===== config.mk =====
export PLATFORM = sky130hd
export DESIGN_NAME = banked_square_transfer_address_gen_unit_flat
export DESIGN_NICKNAME = d
export VERILOG_FILES = /design/src/design/bstag_pkg.sv /design/src/design/bstag_req_if.sv /design/src/design/bstag_move_if.sv /design/src/design/bstag_cfg_if.sv /design/src/design/bstag_seq.sv /design/src/design/bstag_dp.sv /design/src/design/banked_square_transfer_address_gen_unit.sv /design/src/flat_wrapper.sv
export SDC_FILE = /design/constraint.sdc
export NUM_CORES = 1
export LEC_CHECK = 0
export BUFFER_PORTS_ARGS = -buffer_cell sky130_fd_sc_hd__buf_4
export CORE_ASPECT_RATIO = 1.25
export CORE_MARGIN = 2
export CORE_UTILIZATION = 48
export DETAILED_ROUTE_END_ITERATION = 10
export PLACE_DENSITY = 0.67
export SLEW_MARGIN = 10
export SYNTH_ARGS = -nofsm -noshare
export SYNTH_HDL_FRONTEND = slang
export SYNTH_SLANG_ARGS = --single-unit

===== constraint.sdc =====
create_clock -name i_clk -period 3.9 [get_ports i_clk]
set_input_delay 0.78 -clock i_clk [delete_from_list [all_inputs] [get_ports i_clk]]
set_output_delay 0.78 -clock i_clk [all_outputs]
set_load 0.005 [all_outputs]

===== src/design/bstag_pkg.sv =====
package bstag_pkg;

    localparam int MAX_SQUARE   = 8;
    localparam int WEIGHT_BANKS = 8;
    localparam int SLICE_BANKS  = 8;
    localparam int MAX_MOVES    = MAX_SQUARE * MAX_SQUARE;

    localparam int ROW_W  = 12;
    localparam int BANK_W = 3;
    localparam int SQ_W   = 4;
    localparam int CNT_W  = 7;
    localparam int WP_W   = 13;
    localparam int SBC_W  = 4;

    localparam logic [SBC_W-1:0] SBC_RESET = SBC_W'(SLICE_BANKS);

    typedef enum logic [1:0] {
        REQ_LOAD_IN = 2'd0,
        REQ_LOAD_WT = 2'd1,
        REQ_STORE   = 2'd2,
        REQ_CHECK   = 2'd3
    } t_req;

    typedef logic [2:0] t_step;

    localparam t_step ST_FETCH    = 3'd0;
    localparam t_step ST_DISPATCH = 3'd1;
    localparam t_step ST_REDUCE   = 3'd2;
    localparam t_step ST_MOVE     = 3'd3;
    localparam t_step ST_FINISH   = 3'd4;
    localparam t_step ST_CHECK    = 3'd5;
    localparam t_step ST_RETURN   = 3'd6;

    typedef enum logic [2:0] {
        COND_ALWAYS     = 3'd0,
        COND_NO_ACCEPT  = 3'd1,
        COND_IS_CHECK   = 3'd2,
        COND_CB_GE_W    = 3'd3,
        COND_MOVES_LEFT = 3'd4,
        COND_OUT_BUSY   = 3'd5
    } t_cond;

    typedef struct packed {
        logic  take;
        logic  reduce;
        logic  move;
        logic  finish;
        logic  check;
        t_cond cond;
        t_step target;
    } t_ctrl;

    typedef struct packed {
        logic accept;
        logic is_check;
        logic cb_ge_w;
        logic moves_left;
        logic out_busy;
    } t_status;

    // control store: jump to target when cond holds, else fall through
    function automatic t_ctrl ucode(input t_step step);
        t_ctrl w;
        w        = '0;
        w.cond   = COND_ALWAYS;
        w.target = ST_FETCH;
        case (step)
            ST_FETCH: begin
                w.take   = 1'b1;
                w.cond   = COND_NO_ACCEPT;
                w.target = ST_FETCH;
            end
            ST_DISPATCH: begin
                w.cond   = COND_IS_CHECK;
                w.target = ST_CHECK;
            end
            ST_REDUCE: begin
                w.reduce = 1'b1;
                w.cond   = COND_CB_GE_W;
                w.target = ST_REDUCE;
            end
            ST_MOVE: begin
                w.move   = 1'b1;
                w.cond   = COND_MOVES_LEFT;
                w.target = ST_MOVE;
            end
            ST_FINISH: begin
                w.finish = 1'b1;
                w.cond   = COND_ALWAYS;
                w.target = ST_FETCH;
            end
            ST_CHECK: begin
                w.check  = 1'b1;
                w.cond   = COND_OUT_BUSY;
                w.target = ST_CHECK;
            end
            ST_RETURN: begin
                w.cond   = COND_ALWAYS;
                w.target = ST_FETCH;
            end
            default: begin
                w.cond   = COND_ALWAYS;
                w.target = ST_FETCH;
            end
        endcase
        return w;
    endfunction

endpackage


===== src/design/bstag_req_if.sv =====
interface bstag_req_if;
    logic        valid;
    logic        ready;
    logic [1:0]  req_type;
    logic [3:0]  tile_side;
    logic [2:0]  start_bank;
    logic [11:0] source_row;
    logic [11:0] dest_row;
    logic [1:0]  slice_select;
    logic [6:0]  element_count;

    modport source (
        output valid, req_type, tile_side, start_bank, source_row, dest_row,
               slice_select, element_count,
        input  ready
    );

    modport sink (
        input  valid, req_type, tile_side, start_bank, source_row, dest_row,
               slice_select, element_count,
        output ready
    );
endinterface


===== src/design/bstag_move_if.sv =====
interface bstag_move_if;
    logic        valid;
    logic        ready;
    logic [2:0]  move_src_bank;
    logic [11:0] move_src_row;
    logic [2:0]  move_dst_bank;
    logic [11:0] move_dst_row;
    logic        ready_flag;
    logic        last_item;

    modport source (
        output valid, move_src_bank, move_src_row, move_dst_bank, move_dst_row,
               ready_flag, last_item,
        input  ready
    );

    modport sink (
        input  valid, move_src_bank, move_src_row, move_dst_bank, move_dst_row,
               ready_flag, last_item,
        output ready
    );
endinterface


===== src/design/bstag_cfg_if.sv =====
interface bstag_cfg_if;
    logic       valid;
    logic       ready;
    logic [3:0] slice_bank_count;

    modport source (
        output valid, slice_bank_count,
        input  ready
    );

    modport sink (
        input  valid, slice_bank_count,
        output ready
    );
endinterface


===== src/design/bstag_seq.sv =====
module bstag_seq (
    input  logic               i_clk,
    input  logic               i_rst_n,
    input  bstag_pkg::t_status i_status,
    output bstag_pkg::t_ctrl   o_ctrl
);

    bstag_pkg::t_step r_step;
    bstag_pkg::t_step n_step;
    logic             jump;

    assign o_ctrl = bstag_pkg::ucode(r_step);

    always_comb begin
        case (o_ctrl.cond)
            bstag_pkg::COND_ALWAYS:     jump = 1'b1;
            bstag_pkg::COND_NO_ACCEPT:  jump = !i_status.accept;
            bstag_pkg::COND_IS_CHECK:   jump = i_status.is_check;
            bstag_pkg::COND_CB_GE_W:    jump = i_status.cb_ge_w;
            bstag_pkg::COND_MOVES_LEFT: jump = i_status.moves_left;
            bstag_pkg::COND_OUT_BUSY:   jump = i_status.out_busy;
            default:                    jump = 1'b1;
        endcase
        n_step = jump ? o_ctrl.target : r_step + 3'd1;
    end

    always_ff @(posedge i_clk) begin
        if (!i_rst_n) begin
            r_step <= bstag_pkg::ST_FETCH;
        end else begin
            r_step <= n_step;
        end
    end

endmodule


===== src/design/bstag_dp.sv =====
module bstag_dp #(
    parameter int NUM_SLICE_BUFS = 4
) (
    input  logic                              i_clk,
    input  logic                              i_rst_n,
    input  logic [bstag_pkg::SBC_W-1:0]       i_sbc,
    input  bstag_pkg::t_ctrl                  i_ctrl,
    output bstag_pkg::t_status                o_status,
    bstag_req_if.sink                         i_req,
    bstag_move_if.source                      o_move
);

    localparam int SEL_W = (NUM_SLICE_BUFS > 1) ? $clog2(NUM_SLICE_BUFS) : 1;

    // latched instruction and the two bank/row walkers
    bstag_pkg::t_req                     r_req;
    logic [1:0]                          r_sel;
    logic [bstag_pkg::CNT_W-1:0]         r_sq2;
    logic [bstag_pkg::CNT_W-1:0]         r_cnt;
    logic [bstag_pkg::SQ_W-1:0]          r_w;
    logic [bstag_pkg::SQ_W-1:0]          r_cb;
    logic                                r_over;
    logic [bstag_pkg::ROW_W-1:0]         r_cr;
    logic [bstag_pkg::BANK_W-1:0]        r_sk;
    logic [bstag_pkg::ROW_W-1:0]         r_sr;

    logic [bstag_pkg::WP_W-1:0]          r_wp [NUM_SLICE_BUFS];

    logic                                r_o_valid;
    logic [bstag_pkg::BANK_W-1:0]        r_o_src_bank;
    logic [bstag_pkg::ROW_W-1:0]         r_o_src_row;
    logic [bstag_pkg::BANK_W-1:0]        r_o_dst_bank;
    logic [bstag_pkg::ROW_W-1:0]         r_o_dst_row;
    logic                                r_o_ready_flag;
    logic                                r_o_last;

    logic                                accept;
    logic [bstag_pkg::SQ_W-1:0]          sq_clamp;
    logic [bstag_pkg::CNT_W-1:0]         cnt_clamp;
    logic [bstag_pkg::CNT_W-1:0]         sq2;
    logic                                in_store;
    logic                                in_wt;
    logic [bstag_pkg::SQ_W-1:0]          w_start;
    logic [bstag_pkg::SQ_W-1:0]          cb_start;

    logic                                is_store;
    logic                                cb_ge_w;
    logic                                out_free;
    logic                                move_fire;
    logic                                check_fire;
    logic [bstag_pkg::SQ_W-1:0]          cb_inc;
    logic [bstag_pkg::SQ_W-1:0]          sk_inc;
    logic                                sel_ok;
    logic [SEL_W-1:0]                    sel_idx;
    logic [bstag_pkg::WP_W-1:0]          wp_sel;
    logic [bstag_pkg::WP_W-1:0]          chk_end;
    logic                                chk_ok;

    assign i_req.ready = i_ctrl.take;
    assign accept      = i_ctrl.take & i_req.valid;

    always_comb begin
        sq_clamp  = (32'(i_req.tile_side) > bstag_pkg::MAX_SQUARE)
                  ? bstag_pkg::SQ_W'(bstag_pkg::MAX_SQUARE) : i_req.tile_side;
        cnt_clamp = (32'(i_req.element_count) > bstag_pkg::MAX_MOVES)
                  ? bstag_pkg::CNT_W'(bstag_pkg::MAX_MOVES) : i_req.element_count;
        sq2       = bstag_pkg::CNT_W'({3'b000, sq_clamp} * {3'b000, sq_clamp});
        in_store  = (i_req.req_type == bstag_pkg::REQ_STORE);
        in_wt     = (i_req.req_type == bstag_pkg::REQ_LOAD_WT);
        w_start   = in_wt ? bstag_pkg::SQ_W'(bstag_pkg::WEIGHT_BANKS) : sq_clamp;
        cb_start  = in_store ? '0 : {1'b0, i_req.start_bank};
    end

    assign is_store   = (r_req == bstag_pkg::REQ_STORE);
    assign cb_ge_w    = (r_w != '0) && (r_cb >= r_w);
    assign out_free   = !r_o_valid || o_move.ready;
    assign move_fire  = i_ctrl.move && (r_cnt != '0) && out_free;
    assign check_fire = i_ctrl.check && out_free;
    assign cb_inc     = r_cb + 4'd1;
    assign sk_inc     = {1'b0, r_sk} + 4'd1;

    assign sel_ok  = int'(r_sel) < NUM_SLICE_BUFS;
    assign sel_idx = SEL_W'(r_sel);
    assign wp_sel  = sel_ok ? r_wp[sel_idx] : '0;
    assign chk_end = {1'b0, r_sr} + bstag_pkg::WP_W'(r_sq2 / bstag_pkg::SLICE_BANKS);
    assign chk_ok  = (chk_end <= wp_sel);

    always_comb begin
        o_status.accept     = accept;
        o_status.is_check   = (r_req == bstag_pkg::REQ_CHECK);
        o_status.cb_ge_w    = cb_ge_w;
        o_status.moves_left = (r_cnt != '0) && !(move_fire && (r_cnt == 7'd1));
        o_status.out_busy   = !out_free;
    end

    // conveyor side (cb/cr) is the source on a store, the destination on a load
    always_ff @(posedge i_clk) begin
        if (accept) begin
            r_req  <= bstag_pkg::t_req'(i_req.req_type);
            r_sel  <= i_req.slice_select;
            r_sq2  <= sq2;
            r_cnt  <= in_wt ? cnt_clamp : sq2;
            r_w    <= w_start;
            r_cb   <= cb_start;
            r_over <= (w_start != '0) && (cb_start >= w_start);
            r_cr   <= in_store ? i_req.source_row : i_req.dest_row;
            r_sk   <= in_store ? i_req.start_bank : '0;
            r_sr   <= in_store ? i_req.dest_row : i_req.source_row;
        end else if (i_ctrl.reduce) begin
            // first conveyor bank is shown modulo the wrap point
            if (cb_ge_w) begin
                r_cb <= r_cb - r_w;
            end
        end else if (move_fire) begin
            r_cnt  <= r_cnt - 7'd1;
            r_over <= 1'b0;
            if (r_over || (cb_inc >= r_w)) begin
                r_cb <= '0;
                r_cr <= r_cr + 12'd1;
            end else begin
                r_cb <= cb_inc;
            end
            if (sk_inc >= i_sbc) begin
                r_sk <= '0;
                r_sr <= r_sr + 12'd1;
            end else begin
                r_sk <= sk_inc[bstag_pkg::BANK_W-1:0];
            end
        end
    end

    always_ff @(posedge i_clk) begin
        if (!i_rst_n) begin
            for (int i = 0; i < NUM_SLICE_BUFS; i++) begin
                r_wp[i] <= '0;
            end
        end else if (i_ctrl.finish && is_store && sel_ok) begin
            r_wp[sel_idx] <= {1'b0, r_sr} + 13'd1;
        end
    end

    always_ff @(posedge i_clk) begin
        if (!i_rst_n) begin
            r_o_valid <= 1'b0;
        end else if (move_fire || check_fire) begin
            r_o_valid <= 1'b1;
        end else if (o_move.ready) begin
            r_o_valid <= 1'b0;
        end
    end

    always_ff @(posedge i_clk) begin
        if (move_fire) begin
            if (is_store) begin
                r_o_src_bank <= r_cb[bstag_pkg::BANK_W-1:0];
                r_o_src_row  <= r_cr;
                r_o_dst_bank <= r_sk;
                r_o_dst_row  <= r_sr;
            end else begin
                r_o_src_bank <= r_sk;
                r_o_src_row  <= r_sr;
                r_o_dst_bank <= r_cb[bstag_pkg::BANK_W-1:0];
                r_o_dst_row  <= r_cr;
            end
            r_o_ready_flag <= 1'b0;
            r_o_last       <= (r_cnt == 7'd1);
        end else if (check_fire) begin
            r_o_src_bank   <= '0;
            r_o_src_row    <= '0;
            r_o_dst_bank   <= '0;
            r_o_dst_row    <= '0;
            r_o_ready_flag <= chk_ok;
            r_o_last       <= 1'b1;
        end
    end

    assign o_move.valid         = r_o_valid;
    assign o_move.move_src_bank = r_o_src_bank;
    assign o_move.move_src_row  = r_o_src_row;
    assign o_move.move_dst_bank = r_o_dst_bank;
    assign o_move.move_dst_row  = r_o_dst_row;
    assign o_move.ready_flag    = r_o_ready_flag;
    assign o_move.last_item     = r_o_last;

endmodule


===== src/design/banked_square_transfer_address_gen_unit.sv =====
// Address generator for square tile transfers between a slice buffer and a
// banked input, weight or output buffer. Each instruction on i_req yields one
// command item per element moved on o_move (tile_side squared, tile_side
// capped at 8, for input loads and stores, element_count capped at 64 for
// weight loads, last_item marking the final one), or a single item carrying
// ready_flag for a check request.
// A small microcode program steps the datapath: a fetch step that takes the
// instruction and a dispatch step that decodes it, the bank reduction step,
// repeated while the start bank is at or past its wrap point, then one move
// command per cycle from the move step while the output register is free,
// then a closing step that updates the slice write pointer after a store. A
// check goes from dispatch to a check step that issues its item and returns.
// The output register holds a finished item until it is taken, and the move
// step stalls meanwhile. slice_bank_count is written on i_cfg.
module banked_square_transfer_address_gen_unit #(
    parameter int NUM_SLICE_BUFS = 4
) (
    input  logic          i_clk,
    input  logic          i_rst_n,
    bstag_cfg_if.sink     i_cfg,
    bstag_req_if.sink     i_req,
    bstag_move_if.source  o_move
);

    logic [bstag_pkg::SBC_W-1:0] r_sbc;
    logic [bstag_pkg::SBC_W-1:0] sbc_eff;
    bstag_pkg::t_ctrl            ctrl;
    bstag_pkg::t_status          status;

    assign i_cfg.ready = 1'b1;

    always_ff @(posedge i_clk) begin
        if (!i_rst_n) begin
            r_sbc <= bstag_pkg::SBC_RESET;
        end else if (i_cfg.valid) begin
            r_sbc <= i_cfg.slice_bank_count;
        end
    end

    // zero acts as one bank, anything past the built-in count as the full count
    always_comb begin
        if (r_sbc == '0) begin
            sbc_eff = 4'd1;
        end else if (32'(r_sbc) > bstag_pkg::SLICE_BANKS) begin
            sbc_eff = bstag_pkg::SBC_W'(bstag_pkg::SLICE_BANKS);
        end else begin
            sbc_eff = r_sbc;
        end
    end

    bstag_seq u_seq (
        .i_clk    (i_clk),
        .i_rst_n  (i_rst_n),
        .i_status (status),
        .o_ctrl   (ctrl)
    );

    bstag_dp #(
        .NUM_SLICE_BUFS (NUM_SLICE_BUFS)
    ) u_dp (
        .i_clk    (i_clk),
        .i_rst_n  (i_rst_n),
        .i_sbc    (sbc_eff),
        .i_ctrl   (ctrl),
        .o_status (status),
        .i_req    (i_req),
        .o_move   (o_move)
    );

endmodule


===== src/flat_wrapper.sv =====
// flat-port wrapper written by rule: the top's interface ports become plain ports
module banked_square_transfer_address_gen_unit_flat 
#(
    parameter int NUM_SLICE_BUFS = 4
)
  (i_clk, i_rst_n, i_cfg_valid, i_cfg_slice_bank_count, i_cfg_ready, i_req_valid, i_req_req_type, i_req_tile_side, i_req_start_bank, i_req_source_row, i_req_dest_row, i_req_slice_select, i_req_element_count, i_req_ready, o_move_valid, o_move_move_src_bank, o_move_move_src_row, o_move_move_dst_bank, o_move_move_dst_row, o_move_ready_flag, o_move_last_item, o_move_ready);
  bstag_cfg_if i_cfg_i ();
  bstag_req_if i_req_i ();
  bstag_move_if o_move_i ();
  input  logic i_clk;
  input  logic i_rst_n;
  input wire logic [$bits(i_cfg_i.valid)-1:0] i_cfg_valid;
  input wire logic [$bits(i_cfg_i.slice_bank_count)-1:0] i_cfg_slice_bank_count;
  output wire logic [$bits(i_cfg_i.ready)-1:0] i_cfg_ready;
  input wire logic [$bits(i_req_i.valid)-1:0] i_req_valid;
  input wire logic [$bits(i_req_i.req_type)-1:0] i_req_req_type;
  input wire logic [$bits(i_req_i.tile_side)-1:0] i_req_tile_side;
  input wire logic [$bits(i_req_i.start_bank)-1:0] i_req_start_bank;
  input wire logic [$bits(i_req_i.source_row)-1:0] i_req_source_row;
  input wire logic [$bits(i_req_i.dest_row)-1:0] i_req_dest_row;
  input wire logic [$bits(i_req_i.slice_select)-1:0] i_req_slice_select;
  input wire logic [$bits(i_req_i.element_count)-1:0] i_req_element_count;
  output wire logic [$bits(i_req_i.ready)-1:0] i_req_ready;
  output wire logic [$bits(o_move_i.valid)-1:0] o_move_valid;
  output wire logic [$bits(o_move_i.move_src_bank)-1:0] o_move_move_src_bank;
  output wire logic [$bits(o_move_i.move_src_row)-1:0] o_move_move_src_row;
  output wire logic [$bits(o_move_i.move_dst_bank)-1:0] o_move_move_dst_bank;
  output wire logic [$bits(o_move_i.move_dst_row)-1:0] o_move_move_dst_row;
  output wire logic [$bits(o_move_i.ready_flag)-1:0] o_move_ready_flag;
  output wire logic [$bits(o_move_i.last_item)-1:0] o_move_last_item;
  input wire logic [$bits(o_move_i.ready)-1:0] o_move_ready;
  assign i_cfg_i.valid = i_cfg_valid;
  assign i_cfg_i.slice_bank_count = i_cfg_slice_bank_count;
  assign i_cfg_ready = i_cfg_i.ready;
  assign i_req_i.valid = i_req_valid;
  assign i_req_i.req_type = i_req_req_type;
  assign i_req_i.tile_side = i_req_tile_side;
  assign i_req_i.start_bank = i_req_start_bank;
  assign i_req_i.source_row = i_req_source_row;
  assign i_req_i.dest_row = i_req_dest_row;
  assign i_req_i.slice_select = i_req_slice_select;
  assign i_req_i.element_count = i_req_element_count;
  assign i_req_ready = i_req_i.ready;
  assign o_move_valid = o_move_i.valid;
  assign o_move_move_src_bank = o_move_i.move_src_bank;
  assign o_move_move_src_row = o_move_i.move_src_row;
  assign o_move_move_dst_bank = o_move_i.move_dst_bank;
  assign o_move_move_dst_row = o_move_i.move_dst_row;
  assign o_move_ready_flag = o_move_i.ready_flag;
  assign o_move_last_item = o_move_i.last_item;
  assign o_move_i.ready = o_move_ready;
  banked_square_transfer_address_gen_unit #(.NUM_SLICE_BUFS(NUM_SLICE_BUFS)) u_core (.i_clk(i_clk), .i_rst_n(i_rst_n), .i_cfg(i_cfg_i), .i_req(i_req_i), .o_move(o_move_i));
endmodule

After elaboration in Yosys (flattened, before gate mapping). Memory sizes are Yosys's and may differ from the RTL's. A register that Yosys moved wholly into a read port is not among the register bits. Cells that the tools add are included.

Memories kept: 1. Output and inout bits: 35. Memory bits (writable): 52. Input port bits: 51. Flip-flop bits (word level): 94. Word-level logic and storage cells: 150.

Multiplexer cells: 63. Add/subtract/negate cells: 9. Reductions and logical operators: 31. Bitwise logic cells: 1. $mul: 1. Order comparisons: 8. Eq/ne operators: 17.

Memories: u_core.u_dp.r_wp (words 4, bits a word 13, read ports 1, clocked after memory_dff 1, wr ports 4, RTL line bstag_dp.sv:27) `logic [bstag_pkg::WP_W-1:0] r_wp [NUM_SLICE_BUFS];`.

Operator list (number): two-way mux 12 bit (15); two-way mux 3 bit (12); two-way mux 4 bit (9); two-way mux 7 bit (5); case mux 6 bit (5 select lines) (1); adder 12 x 1 -> 12 bit (second input constant) (2); two-way mux 1 bit (17); adder 12 x 1 -> 13 bit (second input constant) (1); adder 12 x 4 -> 13 bit (1); <= comparator 13 bit (1); two-way mux 13 bit (1); OR reduction 13 bit (1); == test 3 x 2 -> 1 bit (second input constant) (4); == test 3 bit (second input constant) (4); >= comparator 4 bit (3); nonzero test 2 bit (5); greater-than comparator 4 bit (second input constant) (2); logical AND 1 bit (8); nonzero test 4 bit (2); == test 7 x 1 -> 1 bit (second input constant) (1); greater-than comparator 7 bit (second input constant) (1); multiplier 4 x 4 -> 7 bit (1); nonzero test 7 bit (1); subtractor 7 x 1 -> 7 bit (second input constant) (1); other kinds (20) (31).

Depth between registers and ports, before layout. Gate-level depths: netlist (run 1).

Depth after elaboration: 9. Depth in mapped cells: 14. Depth with buffers taken out: 14.

Modules after synthesis. A second synthesis (run 1) with hierarchy kept.

Cell total of the unflattened synthesis: 828. Area, all modules: 8425.6 sq um.

Modules (own cells, without submodules): bstag_dp (sequential area each 4103.9 sq um, instances 1, area each 7825.0 sq um, cells each 758); bstag_seq (sequential area each 60.1 sq um, instances 1, area each 405.4 sq um, cells each 50); banked_square_transfer_address_gen_unit (sequential area each 80.1 sq um, instances 1, area each 195.2 sq um, cells each 20).

Least setup slack after synthesis (run 1). Ideal clock, no wire load.

Path type: reg2reg. From: register u_core.u_dp.r_cb[0] (netlist name). To: register u_core.u_dp.r_cr[0] (netlist name) (enable). Library setup time: 0.400 ns. Stages on the path, launching flop included: 8. Clock period less this slack: 2.848 ns. Path slack: 1.052 ns. Data required time: 3.500 ns. Buffers on the path: 0. Arrival time: 2.448 ns. Path through: edfxtp_1 -> ha_1 -> ha_1 -> a21boi_1 -> o21ai_0 -> nand2b_1 -> a211oi_1 -> o31ai_1.

Cells in the longest elaborated chain, start to end: 5.

Ends and longest elaborated chain: from (decl) (RTL line bstag_dp.sv:21) `logic [bstag_pkg::SQ_W-1:0] r_cb;`; from (signal assigned) (RTL line bstag_dp.sv:104) `r_cb <= cb_start;`; from (signal assigned) (RTL line bstag_dp.sv:112) `r_cb <= r_cb - r_w;`; from (signal assigned) (RTL line bstag_dp.sv:121) `r_cb <= cb_inc;`; adder 4 x 1 -> 4 bit (RTL line bstag_dp.sv:79) `assign cb_inc = r_cb + 4'd1;`; >= comparator 4 bit (RTL line bstag_dp.sv:117) `if (r_over || (cb_inc >= r_w)) begin`; logical OR 1 bit (RTL line bstag_dp.sv:117); nonzero test 2 bit (no source line); AND reduction 3 bit (no source line); to (signal assigned) (RTL line bstag_dp.sv:106) `r_cr <= in_store ? i_req.source_row : i_req.dest_row;`; to (signal assigned) (RTL line bstag_dp.sv:119) `r_cr <= r_cr + 12'd1;`; to (decl) (RTL line bstag_dp.sv:23) `logic [bstag_pkg::ROW_W-1:0] r_cr;`.

Every way passes these cells. A chain may end at the register's enable or synchronous reset.

Worst setup path in the final report (run 1).
From: register u_core.u_dp.r_sr[0] (netlist name). To: register u_core.u_dp.r_o_ready_flag (netlist: u_core.u_dp.o_move.ready_flag).

Cells in the longest elaborated chain, start to end: 2.

Ends and longest elaborated chain: from (decl) (RTL line bstag_dp.sv:25) `logic [bstag_pkg::ROW_W-1:0] r_sr;`; from (signal assigned) (RTL line bstag_dp.sv:108) `r_sr <= in_store ? i_req.dest_row : i_req.source_row;`; from (signal assigned) (RTL line bstag_dp.sv:125) `r_sr <= r_sr + 12'd1;`; adder 12 x 4 -> 13 bit (RTL line bstag_dp.sv:85) `assign chk_end = {1'b0, r_sr} + bstag_pkg::WP_W'(r_sq2 / bstag_pkg::SLICE_BANKS);`; <= comparator 13 bit (RTL line bstag_dp.sv:86) `assign chk_ok = (chk_end <= wp_sel);`; to (signal assigned) (RTL line bstag_dp.sv:172) `r_o_ready_flag <= chk_ok;`; to (decl) (RTL line bstag_dp.sv:34) `logic r_o_ready_flag;`.

Every way passes these cells.

==> flow_summary.yaml, run 1 <==
cells_and_area:
  area_growth_syn_to_layout_pct: 17.51
  seq_area_sq_mm: 0.004244
  fin_nets: 986
  insertedDiodeCount: 0
  multi_input_area_sq_mm: 0.003712
  drive_gt1_share_pct: 16.46
  mostFrequentLayoutCells: "nand2_1, edfxtp_1, buf_4"
  fillers: 1505
  final_common_cell: "nand2_1"
global_route:
  grtUsageTotal_pct: 23.63
  grt_first_pass_wirelength_mm: 32.46
  antenna_found_initial: 0
  grt.overflow.total: 0
  grt_pass1_vias: 6217
  grt_max_degree: 56
floorplanning:
  start_util_pct: 49.07
  dieArea_sq_mm: 0.01829
  die_w_um: 121.4
  placeableCoreArea_sq_mm: 0.01684
  die_y_um: 150.7
  row_count: 53
  ios: 86
place:
  place_ws_ps: 759.2
  numPortBuffers: 84
  gp_congestion: 0.8914
  place_hpwl_mm: 14.45
power_and_ir_drop:
  power.switching_uw: 2549
  switching_share_pct: 36.99
  internal-power_uw: 4341
  combPwrFrac_pct: 38.3
  clkPwrFrac_pct: 24.1
  power_density_mw_per_mm2: 709.3
  power_leakage_uw: 0.003974
  max-vdd-ir-drop_uv: 408.0
  seq_power_share_pct: 37.6
logic_synthesis:
  syn_inst: 810
  synth_edf_count: 134
  synthSimpleGateAreaFrac_pct: 18.03
  synth_ff_type: "edfxtp_1"
  synth-compound-area-share_pct: 10.13
  synthesis.area_sq_mm: 0.008265
  synthAdderAreaFrac_pct: 7.690
  synth_top_family_by_area: "simple AND/OR/NAND/NOR gates"
  syn_area_per_cell_sq_um: 10.20
  synth_xor_area_share_pct: 4.450
  synthMuxAreaShare_pct: 4.269
  yosys_warnings: 0
  yosysUniqueCellTypes: 55
  ys_seq_area_share_pct: 51.35
  ys_seq_elements: 145
  async_reset_ff_share_pct: 0
sta:
  setup_viol: 0
  layout_setup_ws_ps: 668.7
  fin_skew_ps: 10.82
  tns_ps: 0
  period_share_pct: 82.85
  finalHoldViolCount: 0
  rsz0062_at_grt: "false"
  slew_viol_final: 0
  worst_pin_slew_ps: 993.0
  timing.fmax_mhz: 309.5
  layout_min_cycle_time_ps: 3231
  maxSlewHeadroom_pct: 33.50
worst_setup_path:
  critPathCaptureType: "flip-flop"
  critical_path.max_fanout: 12
  rrSetupSlack_ps: 670
  worstPathArrival_ps: 3590
  crit_type: "reg -> reg"
  cp-start-kind: "flip-flop"
  worst-endpoint-required_ps: 4260
routing:
  vias_per_cell: 5.504
  first_pass_iters: 5
  num_vias: 6159
  initialDrtViolationCount: 425
  wl_per_cell_um: 18.05
  drtAntennaViolNets: 0
  drt_wl_total_mm: 20.20
  drcViolationCount: 0
status:
  status: "completed"
clock_tree:
  numClockSinks: 145
  cts_made_buffers: 17
  cts_htree_levels: 4
  clockBufferDepth: 2
  cts.root.buffer_cell: "clkbuf_16"
  path_clk_slew_ps: 60
  post_cts_resized: 0
  post_cts_buffers: 0
  clock_latency_ps: 430
  cts_tree: "built"
  cts_hold_buf: 0
hold_path:
  worstHoldPathType: "reg -> reg"
flow_run:
  max_cap_viol_count: 0
## layer usage
layer	track usage, %	vias up	part of all wire (%)
met2	40.17	193	52
li1	-	3012	-
met1	28.32	2911	39
met4	11.44	0	4.2
met3	5.341	43	4.9
met5	0	-	0
## sequential cells by signal (all words and copies together) (netlist names), named ones only
name and count:
u_core.u_dp.r_wp 52, u_core.u_dp.o_move.move_dst_row 12, u_core.u_dp.o_move.move_src_row 12, u_core.u_dp.r_cr 12, u_core.u_dp.r_sr 12, u_core.u_dp.r_cnt 7
u_core.r_sbc 4, u_core.u_dp.r_cb 4, u_core.u_dp.r_sq2 4, u_core.u_dp.r_w 4, u_core.u_dp.o_move.move_dst_bank 3, u_core.u_dp.o_move.move_src_bank 3
u_core.u_dp.r_sk 3, u_core.u_seq.r_step 3, u_core.u_dp.r_req 2, u_core.u_dp.r_sel 2, u_core.u_dp.o_move.last_item 1, u_core.u_dp.o_move.ready_flag 1
u_core.u_dp.o_move.valid 1, u_core.u_dp.r_over 1
## layout make-up
type	instances	share of cell area (%)
clock buffers	22	4.779
clock inverters	10	1.391
inverters	43	1.662
multi-input cells	583	38.22
flip-flops and latches	145	43.69
well taps	220	2.834
repair buffers	96	7.420
## synthesized netlist by cell type, types with 3 or more instances
master    number  share of area, %
a211oi_1       8              0.73
a21o_1        12               1.1
a21oi_1       65               3.9
a31oi_1       17               1.3
and2_1         7              0.53
and3_1        17               1.3
buf_2          8              0.48
clkbuf_1      27               1.2
dfxtp_1       11               2.7
edfxtp_1     134                49
fa_1           3              0.73
ha_1          46               7.0
inv_1         41               1.9
mux2i_1        6              0.73
mux4_2        13               3.5
nand2_1      149               6.8
nand2b_1      12              0.91
nand3_1       13              0.79
nand4_1        7              0.53
nor2_1        95               4.3
nor2b_1        8              0.61
nor3_1         6              0.36
nor3b_1        7              0.64
nor4_1         3              0.23
o211ai_1       3              0.27
o21ai_0       10              0.61
o21ai_1        5              0.30
xnor2_1       27               2.9
xor2_1        15               1.6
## worst paths after layout
| check | cells past startpoint | start | endpoint |
|---|---|---|---|
| min reg2reg | 2 | u_core.r_sbc[0]$_SDFFE_PN0P_ | u_core.r_sbc[0]$_SDFFE_PN0P_ |
| max reg2reg | 14 | u_core.u_dp.r_sr[0]$_DFFE_PP_ | u_core.u_dp.o_move.ready_flag$_SDFFE_PP0P_ |
| min | 2 | u_core.r_sbc[0]$_SDFFE_PN0P_ | u_core.r_sbc[0]$_SDFFE_PN0P_ |
| max | 14 | u_core.u_dp.r_sr[0]$_DFFE_PP_ | u_core.u_dp.o_move.ready_flag$_SDFFE_PP0P_ |
## power groups by stage
stage | registers, uW | clock network [uW] | logic [uW]
after floorplan | 2430 | 0 | 2010
after global placement | 2600 | 0 | 2590
after detailed placement | 2610 | 0 | 2620
after CTS | 2580 | 1680 | 2660
after global routing | 2650 | 1750 | 2980
final | 2590 | 1660 | 2640
## kinds of logic after synthesis
logic type               after synthesis
adder cells (fa/ha/maj)               49
XOR/XNOR                              42
AND/OR/NAND/NOR                      334
other                                  2
flip-flops                           145
buffers and inverters                 83
multiplexers                          19
AO/OA/AOI/OAI                        136
## critical path, stage by stage, from the launching register on
cell and delay [ps]:
edfxtp_1 560, ha_1 280, inv_1 70, fa_1 210, inv_1 60, a21o_1 160
a21oi_1 360, nor2_1 110, xor2_1 160, ha_1 320, a21o_1 160, a21o_1 170
a211oi_1 260, o211ai_1 110, a21oi_1 170
## metrics by stage
stage	hold WS [ps]	cell area, sq um	instances	utilization (%)	power [uW]
floorplan	461.1	8269	811	-	4443
global placement	487.0	9114	1087	54.11	5194
detailed placement	491.7	9114	1087	54.11	5234
CTS	505.3	9713	1119	57.67	6917
global route	525.5	9713	1119	57.67	7381
finish	503.3	9713	1119	57.67	6890
No activity file was read; power rests on OpenSTA's default activity.
==> inputs of run 2 (changes only) <==
- PLACE_DENSITY: 0.67 -> 0.7
- clock period: 3.9 -> 2.8 ns (I/O delays scaled with it)
==> flow_summary.yaml, run 2 (synthesized netlist as in run 1, its figures left out) <==
status:
  status: "completed"
global_route:
  antenna_found_initial: 0
  grt_pass1_vias: 5917
  grt.overflow.total: 0
  grt_max_degree: 56
  grt_first_pass_wirelength_mm: 30.71
  grtUsageTotal_pct: 22.34
worst_setup_path:
  critical-path-max-stage-delay_ps: 380
  cpMaxStageDelayCell: "edfxtp_1"
  cp_num_buf_inv: 2
  critPathCaptureType: "flip-flop"
  path_common_cell: "a21o_1"
  worst-endpoint-required_ps: 3160
  worstPathArrival_ps: 2970
  crit_family: "compound AO/OA/AOI/OAI gates"
  crit_type: "reg -> reg"
  cp-start-kind: "flip-flop"
  startpoint: "u_core.u_dp.r_sq2[3]$_DFFE_PP_"
  reg2reg_from: "u_core.u_dp.r_sq2[3]$_DFFE_PP_"
  critical_path.max_fanout: 2
  cp_cell_sequence: "ha_2 > inv_1 > fa_2 > inv_1 > a21o_1 > a21oi_2 > nor2_1 > xor2_1 > ha_1 > a21o_1 > a21o_1 > a211oi_2 > o211ai_1 > a21oi_1"
cells_and_area:
  insertedDiodeCount: 0
  largest_reg_flops: 52
  fin_nets: 1010
  drive_gt1_share_pct: 19.18
  mostFrequentLayoutCells: "nand2_1, edfxtp_1, buf_4"
  fillers: 1473
  final_common_cell: "nand2_1"
  largest-register: "u_core.u_dp.r_wp"
  area_growth_syn_to_layout_pct: 19.24
place:
  numPortBuffers: 84
  gp_congestion: 0.8826
  place_hpwl_mm: 14.26
  place_ws_ps: 109.5
clock_tree:
  clockBufferDepth: 2
  cts_htree_levels: 4
  path_clk_slew_ps: 60
  numClockSinks: 145
  cts_tree: "built"
  post_cts_buffers: 0
  clock_latency_ps: 430
  cts.root.buffer_cell: "clkbuf_16"
  cts_made_buffers: 17
  cts_hold_buf: 0
  post_cts_resized: 0
power_and_ir_drop:
  switching_share_pct: 37.32
  internal-power_uw: 5977
  power.switching_uw: 3559
  power_leakage_uw: 0.004065
  max-vdd-ir-drop_uv: 586.2
  seq_power_share_pct: 36.1
  clkPwrFrac_pct: 21.8
  combPwrFrac_pct: 42.1
  power_density_mw_per_mm2: 967.6
sta:
  rsz0062_at_grt: "false"
  layout_min_cycle_time_ps: 2614
  tns_ps: 0
  finalHoldViolCount: 0
  hold_ws_ps: 325.9
  timing.fmax_mhz: 382.5
  period_share_pct: 93.36
  slew_viol_final: 0
  layout_setup_ws_ps: 185.9
  setup_viol: 0
  maxSlewHeadroom_pct: 31.47
  worst_pin_slew_ps: 1023
  fin_skew_ps: 6.684
floorplanning:
  row_count: 53
  start_util_pct: 49.07
  ios: 86
  placeableCoreArea_sq_mm: 0.01684
  die_w_um: 121.4
  dieArea_sq_mm: 0.01829
  die_y_um: 150.7
routing:
  first_pass_iters: 5
  num_vias: 6235
  vias_per_cell: 5.455
  drcViolationCount: 0
  initialDrtViolationCount: 450
  drt_wl_total_mm: 19.60
  wl_per_cell_um: 17.15
  drtAntennaViolNets: 0
flow_run:
  max_cap_viol_count: 0
hold_path:
  hp-start: "i_req_slice_select[0]"
  worstHoldPathType: "in -> reg"
-- run 2: path summary, 6_finish.rpt --
| check | slack (ps) | cells after the start | to |
|---|---|---|---|
| setup reg to reg | 190 | 14 | u_core.u_dp.o_move.ready_flag$_SDFFE_PP0P_ |
| hold / removal | 330 | 1 | u_core.u_dp.r_sel[0]$_DFFE_PP_ |
| setup / recovery | 190 | 14 | u_core.u_dp.o_move.ready_flag$_SDFFE_PP0P_ |
| hold reg to reg | 500 | 2 | u_core.r_sbc[0]$_SDFFE_PN0P_ |
-- run 2: metal layers --
metal | global-route usage, % | part of all wire [%]
met1 | 26.56 | 40
met2 | 40.03 | 54
met3 | 4.432 | 4.4
met4 | 8.046 | 1.8
met5 | 0 | 0
-- run 2: power groups by stage --
stage,Combinational (uW),Clock (uW),Sequential (uW)
after floorplan,2810,0,3380
after global placement,3910,0,3460
after detailed placement,3980,0,3480
after CTS,4010,2100,3440
after global routing,4500,2190,3510
final,4010,2080,3440
-- run 2: per-stage QoR --
step | std cells | area [sq um] | power [uW] | utilization [%]
after floorplan | 811 | 8274 | 6194 | -
after global placement | 1111 | 9306 | 7372 | 55.25
after detailed placement | 1111 | 9306 | 7458 | 55.25
after CTS | 1143 | 9839 | 9547 | 58.42
after global routing | 1143 | 9856 | 10200 | 58.51
final | 1143 | 9856 | 9536 | 58.51
-- run 2: cell type report --
| cell class | count | area [sq um] | share of cell area, % |
|---|---|---|---|
| flip-flops and latches | 145 | 4244 | 43.06 |
| multi-input cells | 583 | 3729 | 37.83 |
| clock inverters | 11 | 92.59 | 0.9394 |
| clock buffers | 21 | 440.4 | 4.469 |
| well taps | 220 | 275.3 | 2.793 |
| inverters | 43 | 161.4 | 1.638 |
| repair buffers | 120 | 913.4 | 9.267 |
-- run 2: worst register-to-register path: cells and delay by family, from the launching register on --
kind	cells	cell delay [ps]
fa+ha+maj	3	720
xor+xnor	1	160
compound gates	7	1080
flops	1	380
buf+inv	2	130
simple gates	1	70
